--- config.mk ---
export PLATFORM = sky130hd
export DESIGN_NAME = median_then_average_filter_top
export DESIGN_NICKNAME = d
export VERILOG_FILES = /design/src/rtl/mtaf_pkg.sv /design/src/rtl/mtaf_fifo.sv /design/src/rtl/mtaf_front.sv /design/src/rtl/mtaf_back.sv /design/src/rtl/median_then_average_filter_top.sv
export SDC_FILE = /design/constraint.sdc
export NUM_CORES = 1
export LEC_CHECK = 0
export BUFFER_PORTS_ARGS = -buffer_cell sky130_fd_sc_hd__buf_2
export CAP_MARGIN = 10
export CORE_MARGIN = 2
export CORE_UTILIZATION = 61
export CTS_CLUSTER_SIZE = 30
export DETAILED_ROUTE_END_ITERATION = 8
export MAX_ROUTING_LAYER = met4
export PLACE_DENSITY = 0.85
export SETUP_SLACK_MARGIN = 0.15
export SYNTH_ARGS = -nofsm -noshare
export SYNTH_HDL_FRONTEND = slang
export SYNTH_SLANG_ARGS = --single-unit
--- constraint.sdc ---
create_clock -name i_clk -period 5.8 [get_ports i_clk]
set_input_delay 0.29 -clock i_clk [delete_from_list [all_inputs] [get_ports i_clk]]
set_output_delay 0.29 -clock i_clk [all_outputs]
set_load 0.02 [all_outputs]
--- src/rtl/mtaf_pkg.sv ---
package mtaf_pkg;

    localparam int SAMPLE_W   = 16;
    localparam int MAX_WINDOW = 8;
    localparam int WIN_IDX_W  = 3;
    localparam int WLEN_W     = 4;
    localparam int ALEN_W     = 8;
    localparam int SUM_W      = 24;
    localparam int DIV_CNT_W  = 5;
    localparam int APB_DATA_W = 32;
    localparam int APB_ADDR_W = 3;

    localparam logic [WLEN_W-1:0]   WLEN_RESET = 4'd3;
    localparam logic [ALEN_W-1:0]   ALEN_RESET = 8'd3;
    localparam logic [SAMPLE_W-1:0] NO_RESULT  = 16'hFFFF;

    // register index, taken from paddr[2]
    localparam logic REG_WINDOW_LENGTH  = 1'b0;
    localparam logic REG_AVERAGE_LENGTH = 1'b1;

    typedef enum logic [1:0] {
        F_IDLE,
        F_SORT,
        F_PUSH
    } t_front_state;

    typedef enum logic [1:0] {
        B_IDLE,
        B_DIV,
        B_EMIT
    } t_back_state;

    // write side of a word queue
    typedef struct packed {
        logic                vld;
        logic [SAMPLE_W-1:0] data;
    } t_q_wr;

    // read side of a word queue
    typedef struct packed {
        logic                vld;
        logic [SAMPLE_W-1:0] data;
    } t_q_rd;

    function automatic logic [WLEN_W-1:0] eff_window(input logic [WLEN_W-1:0] wl);
        logic [WLEN_W-1:0] n;
        n = wl;
        if (wl == '0) begin
            n = WLEN_W'(1);
        end else if (wl > WLEN_W'(MAX_WINDOW)) begin
            n = WLEN_W'(MAX_WINDOW);
        end
        return n;
    endfunction

endpackage

--- src/rtl/mtaf_fifo.sv ---
module mtaf_fifo (
    input  logic            i_clk,
    input  logic            i_rst_n,
    input  mtaf_pkg::t_q_wr i_wr,
    output logic            o_full,
    output mtaf_pkg::t_q_rd o_rd,
    input  logic            i_pop
);

    logic [mtaf_pkg::SAMPLE_W-1:0] r_mem [2];
    logic                          r_wptr, n_wptr;
    logic                          r_rptr, n_rptr;
    logic [1:0]                    r_count, n_count;
    logic                          w_do_push;
    logic                          w_do_pop;

    assign o_full     = (r_count == 2'd2);
    assign o_rd.vld   = (r_count != 2'd0);
    assign o_rd.data  = r_mem[r_rptr];
    assign w_do_push  = i_wr.vld && !o_full;
    assign w_do_pop   = i_pop && o_rd.vld;

    always_comb begin
        n_wptr  = w_do_push ? ~r_wptr : r_wptr;
        n_rptr  = w_do_pop ? ~r_rptr : r_rptr;
        n_count = r_count + 2'(w_do_push) - 2'(w_do_pop);
    end

    always_ff @(posedge i_clk) begin
        if (!i_rst_n) begin
            r_wptr  <= 1'b0;
            r_rptr  <= 1'b0;
            r_count <= 2'd0;
        end else begin
            r_wptr  <= n_wptr;
            r_rptr  <= n_rptr;
            r_count <= n_count;
        end
    end

    always_ff @(posedge i_clk) begin
        if (w_do_push) begin
            r_mem[r_wptr] <= i_wr.data;
        end
    end

endmodule

--- src/rtl/mtaf_front.sv ---
module mtaf_front (
    input  logic                              i_clk,
    input  logic                              i_rst_n,
    input  logic [mtaf_pkg::WLEN_W-1:0]       i_window_length,
    input  logic                              i_push,
    output logic                              o_full,
    input  logic [mtaf_pkg::SAMPLE_W-1:0]     i_sample,
    output mtaf_pkg::t_q_wr                   o_med,
    input  logic                              i_med_full
);

    mtaf_pkg::t_front_state r_state, n_state;

    logic [mtaf_pkg::SAMPLE_W-1:0]  r_store [mtaf_pkg::MAX_WINDOW];
    logic [mtaf_pkg::SAMPLE_W-1:0]  n_store [mtaf_pkg::MAX_WINDOW];
    logic [mtaf_pkg::WIN_IDX_W-1:0] r_fill, n_fill;
    logic [mtaf_pkg::WIN_IDX_W-1:0] r_phase, n_phase;
    logic [mtaf_pkg::WLEN_W-1:0]    w_len;
    logic [mtaf_pkg::WLEN_W-1:0]    w_len_m1;
    logic [mtaf_pkg::WIN_IDX_W-1:0] w_last;
    logic [mtaf_pkg::WIN_IDX_W-1:0] w_mid;

    assign w_len    = mtaf_pkg::eff_window(i_window_length);
    assign w_len_m1 = w_len - mtaf_pkg::WLEN_W'(1);
    assign w_last   = w_len_m1[mtaf_pkg::WIN_IDX_W-1:0];
    assign w_mid    = w_len[mtaf_pkg::WLEN_W-1:1];
    assign o_full   = (r_state != mtaf_pkg::F_IDLE);

    always_ff @(posedge i_clk) begin
        if (!i_rst_n) begin
            r_state <= mtaf_pkg::F_IDLE;
            r_fill  <= '0;
            r_phase <= '0;
        end else begin
            r_state <= n_state;
            r_fill  <= n_fill;
            r_phase <= n_phase;
        end
    end

    always_ff @(posedge i_clk) begin
        r_store <= n_store;
    end

    always_comb begin
        n_state    = r_state;
        n_fill     = r_fill;
        n_phase    = r_phase;
        n_store    = r_store;
        o_med.vld  = 1'b0;
        o_med.data = r_store[w_mid];
        case (r_state)
            mtaf_pkg::F_IDLE: begin
                if (i_push) begin
                    if ({1'b0, r_fill} < w_len_m1) begin
                        n_store[r_fill] = i_sample;
                        n_fill          = r_fill + mtaf_pkg::WIN_IDX_W'(1);
                    end else begin
                        // close the window: last slot, then sort
                        n_store[w_last] = i_sample;
                        n_fill          = '0;
                        n_phase         = '0;
                        n_state         = mtaf_pkg::F_SORT;
                    end
                end
            end
            mtaf_pkg::F_SORT: begin
                // odd-even transposition: disjoint pairs, one phase a cycle
                for (int k = 0; k < mtaf_pkg::MAX_WINDOW - 1; k++) begin
                    if (((k % 2) == int'(r_phase[0])) && ((k + 1) < int'(w_len))
                        && (r_store[k] > r_store[k+1])) begin
                        n_store[k]   = r_store[k+1];
                        n_store[k+1] = r_store[k];
                    end
                end
                if (r_phase == w_last) begin
                    n_state = mtaf_pkg::F_PUSH;
                end else begin
                    n_phase = r_phase + mtaf_pkg::WIN_IDX_W'(1);
                end
            end
            mtaf_pkg::F_PUSH: begin
                if (!i_med_full) begin
                    o_med.vld = 1'b1;
                    n_state   = mtaf_pkg::F_IDLE;
                end
            end
            default: begin
                n_state = mtaf_pkg::F_IDLE;
            end
        endcase
    end

endmodule

--- src/rtl/mtaf_back.sv ---
module mtaf_back (
    input  logic                          i_clk,
    input  logic                          i_rst_n,
    input  logic [mtaf_pkg::ALEN_W-1:0]   i_average_length,
    input  mtaf_pkg::t_q_rd               i_med,
    output logic                          o_med_pop,
    output mtaf_pkg::t_q_wr               o_out,
    input  logic                          i_out_full
);

    mtaf_pkg::t_back_state r_state, n_state;

    logic [mtaf_pkg::SUM_W-1:0]     r_sum, n_sum;
    logic [mtaf_pkg::ALEN_W-1:0]    r_tally, n_tally;
    logic [mtaf_pkg::SUM_W-1:0]     r_quo, n_quo;
    logic [mtaf_pkg::ALEN_W-1:0]    r_rem, n_rem;
    logic [mtaf_pkg::ALEN_W-1:0]    r_div, n_div;
    logic [mtaf_pkg::DIV_CNT_W-1:0] r_cnt, n_cnt;
    logic [mtaf_pkg::SUM_W-1:0]     w_sum_add;
    logic [mtaf_pkg::ALEN_W-1:0]    w_tally_add;
    logic [mtaf_pkg::ALEN_W-1:0]    w_divisor;
    logic [mtaf_pkg::ALEN_W:0]      w_rem_shift;
    logic [mtaf_pkg::ALEN_W:0]      w_rem_sub;

    assign w_sum_add   = r_sum + mtaf_pkg::SUM_W'(i_med.data);
    assign w_tally_add = r_tally + mtaf_pkg::ALEN_W'(1);
    assign w_divisor   = (i_average_length == '0) ? mtaf_pkg::ALEN_W'(1) : i_average_length;
    assign w_rem_shift = {r_rem, r_quo[mtaf_pkg::SUM_W-1]};
    assign w_rem_sub   = w_rem_shift - {1'b0, r_div};

    always_ff @(posedge i_clk) begin
        if (!i_rst_n) begin
            r_state <= mtaf_pkg::B_IDLE;
            r_sum   <= '0;
            r_tally <= '0;
            r_cnt   <= '0;
        end else begin
            r_state <= n_state;
            r_sum   <= n_sum;
            r_tally <= n_tally;
            r_cnt   <= n_cnt;
        end
    end

    always_ff @(posedge i_clk) begin
        r_quo <= n_quo;
        r_rem <= n_rem;
        r_div <= n_div;
    end

    always_comb begin
        n_state    = r_state;
        n_sum      = r_sum;
        n_tally    = r_tally;
        n_quo      = r_quo;
        n_rem      = r_rem;
        n_div      = r_div;
        n_cnt      = r_cnt;
        o_med_pop  = 1'b0;
        o_out.vld  = 1'b0;
        o_out.data = r_quo[mtaf_pkg::SAMPLE_W-1:0];
        case (r_state)
            mtaf_pkg::B_IDLE: begin
                if (i_med.vld) begin
                    o_med_pop = 1'b1;
                    if (w_tally_add >= w_divisor) begin
                        // average complete: clear and start the divide
                        n_sum   = '0;
                        n_tally = '0;
                        n_quo   = w_sum_add;
                        n_rem   = '0;
                        n_div   = w_divisor;
                        n_cnt   = '0;
                        n_state = mtaf_pkg::B_DIV;
                    end else begin
                        n_sum   = w_sum_add;
                        n_tally = w_tally_add;
                    end
                end
            end
            mtaf_pkg::B_DIV: begin
                // restoring divide, one quotient bit a cycle
                if (!w_rem_sub[mtaf_pkg::ALEN_W]) begin
                    n_rem = w_rem_sub[mtaf_pkg::ALEN_W-1:0];
                    n_quo = {r_quo[mtaf_pkg::SUM_W-2:0], 1'b1};
                end else begin
                    n_rem = w_rem_shift[mtaf_pkg::ALEN_W-1:0];
                    n_quo = {r_quo[mtaf_pkg::SUM_W-2:0], 1'b0};
                end
                if (r_cnt == mtaf_pkg::DIV_CNT_W'(mtaf_pkg::SUM_W - 1)) begin
                    n_state = mtaf_pkg::B_EMIT;
                end else begin
                    n_cnt = r_cnt + mtaf_pkg::DIV_CNT_W'(1);
                end
            end
            mtaf_pkg::B_EMIT: begin
                // drop the reserved all-ones average
                if (r_quo[mtaf_pkg::SAMPLE_W-1:0] == mtaf_pkg::NO_RESULT) begin
                    n_state = mtaf_pkg::B_IDLE;
                end else if (!i_out_full) begin
                    o_out.vld = 1'b1;
                    n_state   = mtaf_pkg::B_IDLE;
                end
            end
            default: begin
                n_state = mtaf_pkg::B_IDLE;
            end
        endcase
    end

`ifndef NO_ASSERTIONS
    a_rem_below_div: assert property (@(posedge i_clk) disable iff (!i_rst_n)
        (r_state == mtaf_pkg::B_DIV) |-> (r_rem < r_div))
        else $error("divide remainder not below divisor");

    a_no_reserved_out: assert property (@(posedge i_clk) disable iff (!i_rst_n)
        o_out.vld |-> (o_out.data != mtaf_pkg::NO_RESULT))
        else $error("reserved average pushed to output queue");

    a_emit_after_div: assert property (@(posedge i_clk) disable iff (!i_rst_n)
        $rose(r_state == mtaf_pkg::B_EMIT) |->
            ($past(r_state) == mtaf_pkg::B_DIV) && ($past(r_cnt) ==
            mtaf_pkg::DIV_CNT_W'(mtaf_pkg::SUM_W - 1)))
        else $error("emit entered before divide finished");

    a_pop_only_idle: assert property (@(posedge i_clk) disable iff (!i_rst_n)
        o_med_pop |-> (r_state == mtaf_pkg::B_IDLE) && i_med.vld)
        else $error("median popped outside idle");
`endif

endmodule

--- src/rtl/median_then_average_filter_top.sv ---
// A sample that closes a window of n entries yields its average, if any, on the
//   output ports after n sort phases, the median push, the pop into the back end,
//   the serial divide and the output push.
// Samples are taken one per cycle while a window fills; after the closing sample
//   the front is full until its median is pushed, and the back pops none while it divides.
// Reset: synchronous, active low; clears fill, sum, tally, queues, and sets both
//   lengths to 3. Window storage is not cleared.
module median_then_average_filter_top (
    input  logic                                i_clk,
    input  logic                                i_rst_n,
    input  logic                                psel,
    input  logic                                penable,
    input  logic                                pwrite,
    input  logic [mtaf_pkg::APB_ADDR_W-1:0]     paddr,
    input  logic [mtaf_pkg::APB_DATA_W-1:0]     pwdata,
    output logic [mtaf_pkg::APB_DATA_W-1:0]     prdata,
    output logic                                pready,
    input  logic                                push,
    output logic                                full,
    input  logic [mtaf_pkg::SAMPLE_W-1:0]       i_sample,
    output logic                                empty,
    input  logic                                pop,
    output logic [mtaf_pkg::SAMPLE_W-1:0]       o_filtered_value
);

    logic [mtaf_pkg::WLEN_W-1:0] r_window_length;
    logic [mtaf_pkg::ALEN_W-1:0] r_average_length;
    logic                        w_cfg_wr;

    mtaf_pkg::t_q_wr w_med_wr;
    mtaf_pkg::t_q_rd w_med_rd;
    logic            w_med_full;
    logic            w_med_pop;
    mtaf_pkg::t_q_wr w_out_wr;
    mtaf_pkg::t_q_rd w_out_rd;
    logic            w_out_full;

    assign pready   = 1'b1;
    assign w_cfg_wr = psel && penable && pwrite && pready;

    always_ff @(posedge i_clk) begin
        if (!i_rst_n) begin
            r_window_length  <= mtaf_pkg::WLEN_RESET;
            r_average_length <= mtaf_pkg::ALEN_RESET;
        end else if (w_cfg_wr) begin
            case (paddr[2])
                mtaf_pkg::REG_WINDOW_LENGTH: begin
                    r_window_length <= pwdata[mtaf_pkg::WLEN_W-1:0];
                end
                mtaf_pkg::REG_AVERAGE_LENGTH: begin
                    r_average_length <= pwdata[mtaf_pkg::ALEN_W-1:0];
                end
                default: begin
                end
            endcase
        end
    end

    always_comb begin
        case (paddr[2])
            mtaf_pkg::REG_WINDOW_LENGTH:  prdata = mtaf_pkg::APB_DATA_W'(r_window_length);
            mtaf_pkg::REG_AVERAGE_LENGTH: prdata = mtaf_pkg::APB_DATA_W'(r_average_length);
            default:                      prdata = '0;
        endcase
    end

    mtaf_front u_front (
        .i_clk           (i_clk),
        .i_rst_n         (i_rst_n),
        .i_window_length (r_window_length),
        .i_push          (push),
        .o_full          (full),
        .i_sample        (i_sample),
        .o_med           (w_med_wr),
        .i_med_full      (w_med_full)
    );

    mtaf_fifo u_med_q (
        .i_clk   (i_clk),
        .i_rst_n (i_rst_n),
        .i_wr    (w_med_wr),
        .o_full  (w_med_full),
        .o_rd    (w_med_rd),
        .i_pop   (w_med_pop)
    );

    mtaf_back u_back (
        .i_clk            (i_clk),
        .i_rst_n          (i_rst_n),
        .i_average_length (r_average_length),
        .i_med            (w_med_rd),
        .o_med_pop        (w_med_pop),
        .o_out            (w_out_wr),
        .i_out_full       (w_out_full)
    );

    mtaf_fifo u_out_q (
        .i_clk   (i_clk),
        .i_rst_n (i_rst_n),
        .i_wr    (w_out_wr),
        .o_full  (w_out_full),
        .o_rd    (w_out_rd),
        .i_pop   (pop)
    );

    assign empty            = !w_out_rd.vld;
    assign o_filtered_value = w_out_rd.data;

endmodule

==> reports/results.md <==
| Step | Parameter | Reported |
|---|---|---|
| final layout | Filler cell count in the final layout | 2212 |
| routing | Residual DRC | 0 |
| timing | Post-route setup TNS | 0 ps |
| global route | Antenna violations before repair | 0 |
| die | Area of the core | 30500 sq um |
| synthesis | Proportion of synthesized flip-flops having asynchronous set or reset | 0% |
| timing | RSZ-0062 raised after global routing | false |
| flow run | Max-cap violations | 0 |
| timing | Final setup slack of the worst path | 967 ps |
| routing | DR pass1 iterations | 6 |
| die | Top-Level Pins | 109 |
| synthesis | Top FF cell, synth | sky130_fd_sc_hd__edfxtp_1 |
| final layout | Final cell count without fillers | 2319 |
| global route | Global-route wire length before repair | 77700 um |
| die | Total die area | 32300 sq um |
| die | Die H | 180 um |
| clocking | Clock buffer depth | 3 |
| routing | Post-route antenna net violation count | 0 |
| synthesis | Most area-hungry cell type in the Yosys netlist | sky130_fd_sc_hd__edfxtp_1 |
| min path | Hold WC Path Type | in2reg |
| power and ir drop | Leak pwr | 7.84 nW |
| clocking | Number of cells upsized or downsized after cts | 0 |
| timing | Post-layout min period | 4830 ps |
| clocking | Hold buffer count at CTS | 8 |
| timing | Hold Fails Final Rpt | 0 |
| clocking | Clock root buffer | sky130_fd_sc_hd__clkbuf_16 |
| routing | Routed via count | 15551 |
| global route | Vias in the first global route | 14980 |
| clocking | Skew-Pair Late Insertion Delay | 580 ps |
| clocking | TritonCTS clock tree | built |
| min path | Number of stages on the worst hold path | 3 |
| outcome | Status | finished clean |
| clocking | Clk slew on worst S/H paths | 60 ps |
| clocking | CTS H-tree lvls | 1 |
| final layout | Layout overhead on the synthesized area | 8.06% |
| worst setup path | Crit path arrival time | 5040 ps |
| global route | Global Route Usage Sum | 30.1% |
| final layout | Net total in the final layout | 2114 |
| place | Number of placed cells counting well taps | 2252 |
| place | RePlAce Congestion | 0.977 |
| place | Sum of net half-perimeters after detailed placement | 35100 um |
| synthesis | Portion of the post-synthesis area used by sequential elements | 44.4% |
| synthesis | Area contributors post-synth | sky130_fd_sc_hd__edfxtp_1, sky130_fd_sc_hd__ha_1, sky130_fd_sc_hd__dfxtp_1 |
| worst setup path | Capturing element type of the critical path | register |
| synthesis | Adder-Cell Fraction of Synth Area | 10.7% |
| timing | Achievable Freq | 207 MHz |
| synthesis | Combined area of all synthesized cells | 18800 sq um |
| routing | Detailed-routed wire length on met3 | 4110 um |
| timing | Remaining max-slew budget at the tightest pin | 21.6% |
| synthesis | Xor/xnor cell area share of the yosys netlist | 2.13% |
| timing | Worst slew pin tran | 1180 ps |
| routing | Met1 Routed Length | 19600 um |
| die | Initial Utilization | 61.7% |
| synthesis | Average cell area after synthesis | 10.0 sq um |
| global route | Pin count of the biggest net entering global routing | 72 |
| worst setup path | Critical Path Source Type | register |
| clocking | Clock sink count | 301 |
| timing | Final Max Tran Viols | 0 |
| routing | Routed wire length on met2 | 23400 um |
| synthesis | Compound-Gate Fraction of Synth Area | 16.7% |
| worst setup path | Endpoint required time on the critical path | 6010 ps |
| synthesis | Post-synthesis cell count | 1880 |
| global route | GR Overflow Total | 0 |
| place | Buffers added on ports | 57 |
| power and ir drop | Total power divided by cell area | 345 nW/um^2 |
| synthesis | Number of enable flip-flop cells after synthesis | 232 |
| synthesis | Portion of synthesized cell area occupied by the leading cell type | 37.0% |
| routing | Uppermost metal layer occupied by signal nets | met4 |
| die | Row count | 64 |
| worst setup path | Top fanout value on the critical path | 17 |
| routing | DR iter-0 viols | 1913 |
| place | Worst slack at placement | 1100 ps |
| routing | Routed wire length | 48900 um |
| synthesis | Largest family of logic cells by synthesized area | compound AO/OA/AOI/OAI gates |
| synthesis | Share of synthesized cell area in and, or, nand and nor gates | 14.5% |
| power and ir drop | VDD IR-drop max | 0.000263 V |
| routing | Vias per cell | 6.71 |
| timing | Worst clock skew | 14.2 ps |
| routing | WL per Instance | 21.1 um |
| synthesis | Mux share of post-synthesis cell area | 4.69% |
| worst setup path | Critical path type | reg2reg |
| clocking | TritonCTS buffer count | 31 |
| timing | Final worst-path cycle share | 83.3% |
| synthesis | Post-synthesis cell type count | 85 |
| clocking | Total setup buffers inserted after CTS | 0 |
| die | Die Span X | 180 um |
| synthesis | Seq cells post-synth | 301 |
| timing | Total of endpoints with negative setup slack in the final report | 0 |
| worst setup path | Cell depth of the worst flop-to-flop path | 13 |
| final layout | Fraction of layout cells with a size suffix above 1 | 10.7% |
| synthesis | Warnings, synthesis | 0 |
==> per-stage QoR <==
step	power [W]	area [sq um]	hold WS (ps)	utilization (%)
5_1_grt	0.00730	20300	52.9	66.7
3_5_place_dp	0.00497	19300	439	63.1
6_report	0.00701	20300	37.9	66.7
4_1_cts	0.00695	20300	27.6	66.7
2_1_floorplan	0.00440	18900	414	-
3_3_place_gp	0.00486	19300	435	63.1
==> synth_stat cells (8+ instances only) <==
cell,instances
sky130_fd_sc_hd__and2_1,14
sky130_fd_sc_hd__nand3_1,70
sky130_fd_sc_hd__o21ai_0,111
sky130_fd_sc_hd__ha_1,157
sky130_fd_sc_hd__o22ai_1,37
sky130_fd_sc_hd__xnor2_1,29
sky130_fd_sc_hd__xor2_1,15
sky130_fd_sc_hd__a221o_1,17
sky130_fd_sc_hd__a211oi_1,17
sky130_fd_sc_hd__a21o_1,15
sky130_fd_sc_hd__nand4_1,66
sky130_fd_sc_hd__inv_1,174
sky130_fd_sc_hd__edfxtp_1,232
sky130_fd_sc_hd__o211ai_1,33
sky130_fd_sc_hd__clkbuf_1,69
sky130_fd_sc_hd__dfxtp_1,69
sky130_fd_sc_hd__buf_4,27
sky130_fd_sc_hd__nor2_1,87
sky130_fd_sc_hd__nor2b_1,22
sky130_fd_sc_hd__nor3_1,20
sky130_fd_sc_hd__mux2_2,45
sky130_fd_sc_hd__mux2i_1,25
sky130_fd_sc_hd__nor4_1,8
sky130_fd_sc_hd__a21oi_1,85
sky130_fd_sc_hd__a31oi_1,8
sky130_fd_sc_hd__nand2_1,151
sky130_fd_sc_hd__and3_1,29
sky130_fd_sc_hd__nand2b_1,25
sky130_fd_sc_hd__or3_1,10
sky130_fd_sc_hd__o221ai_1,65
sky130_fd_sc_hd__buf_2,23
==> final timing paths <==
check                            from                    to  slack (ps)
setup reg to reg   r_window_length[0]   u_front.r_store[89]         970
hold / removal           i_sample[11]  u_front.r_store[107]          40
setup / recovery   r_window_length[0]   u_front.r_store[89]         970
hold reg to reg   r_average_length[1]       u_back.r_div[1]         450
==> critical path, stage by stage (launching register included) <==
cell and delay [ps]:
sky130_fd_sc_hd__dfxtp_1 430, sky130_fd_sc_hd__o21ba_1 200, sky130_fd_sc_hd__nor2_1 450, sky130_fd_sc_hd__inv_1 130, sky130_fd_sc_hd__ha_1 350, sky130_fd_sc_hd__xnor2_2 440, sky130_fd_sc_hd__ha_1 280, sky130_fd_sc_hd__nor3_1 60
sky130_fd_sc_hd__nor2_1 160, sky130_fd_sc_hd__nand2_1 310, sky130_fd_sc_hd__or4_1 580, sky130_fd_sc_hd__o31ai_2 80, sky130_fd_sc_hd__buf_4 280, sky130_fd_sc_hd__a221o_1 700
==> where the power goes <==
| part | switching [W] | internal [W] |
|---|---|---|
| clock | 0.000870 | 0.00111 |
| combinational | 0.00137 | 0.000770 |
| sequential | 0.000222 | 0.00267 |
==> layout by cell type (no fill, tap or decap), types with 37 or more instances in the layout <==
master,synthesis,routed
sky130_fd_sc_hd__edfxtp_1,232,232
sky130_fd_sc_hd__inv_1,174,174
sky130_fd_sc_hd__ha_1,157,157
sky130_fd_sc_hd__nand2_1,151,151
sky130_fd_sc_hd__o21ai_0,111,109
sky130_fd_sc_hd__nor2_1,87,86
sky130_fd_sc_hd__a21oi_1,85,85
sky130_fd_sc_hd__nand3_1,70,70
sky130_fd_sc_hd__dfxtp_1,69,69
sky130_fd_sc_hd__nand4_1,66,66
sky130_fd_sc_hd__o221ai_1,65,65
sky130_fd_sc_hd__buf_2,23,57
sky130_fd_sc_hd__mux2_2,45,45
sky130_fd_sc_hd__o22ai_1,37,37
==> cell families after synthesis <==
kind of cell	after synthesis
flip-flops	301
multiplexers	76
XOR/XNOR	45
AND/OR/NAND/NOR	536
AO/OA/AOI/OAI	458
adder cells (fa/ha/maj)	159
buffers and inverters	303
other	2
==> registers in the layout (all words and copies together), names as in the netlist, 5 cells and up, named ones only <==
signal	flops
u_med_q.r_mem	32
u_back.r_tally	8
u_back.r_sum	24
u_back.r_rem	8
u_back.r_div	8
u_out_q.r_mem	32
u_front.r_store	128
u_back.r_quo	24
r_average_length	8
u_back.r_cnt	5
==> final cells by class <==
| cell class | count | area, sq um | area share (%) |
|---|---|---|---|
| clock inverters | 15 | 120 | 0.591 |
| multi-input cells | 1299 | 9290 | 45.7 |
| clock buffers | 43 | 877 | 4.31 |
| repair buffers | 89 | 546 | 2.68 |
| flip-flops and latches | 301 | 8350 | 41.0 |
| diodes | 1 | 2.50 | 0.0123 |
| well taps | 396 | 495 | 2.44 |
| inverters | 175 | 657 | 3.23 |
==> routing by layer <==
metal / track usage [%] / up-vias
met2: 48.9 / 920
met5: - / -
met3: 3.34 / 179
li1: - / 7035
met4: 10.2 / 0
met1: 39.4 / 7417
(Power assumes the default switching activity.)
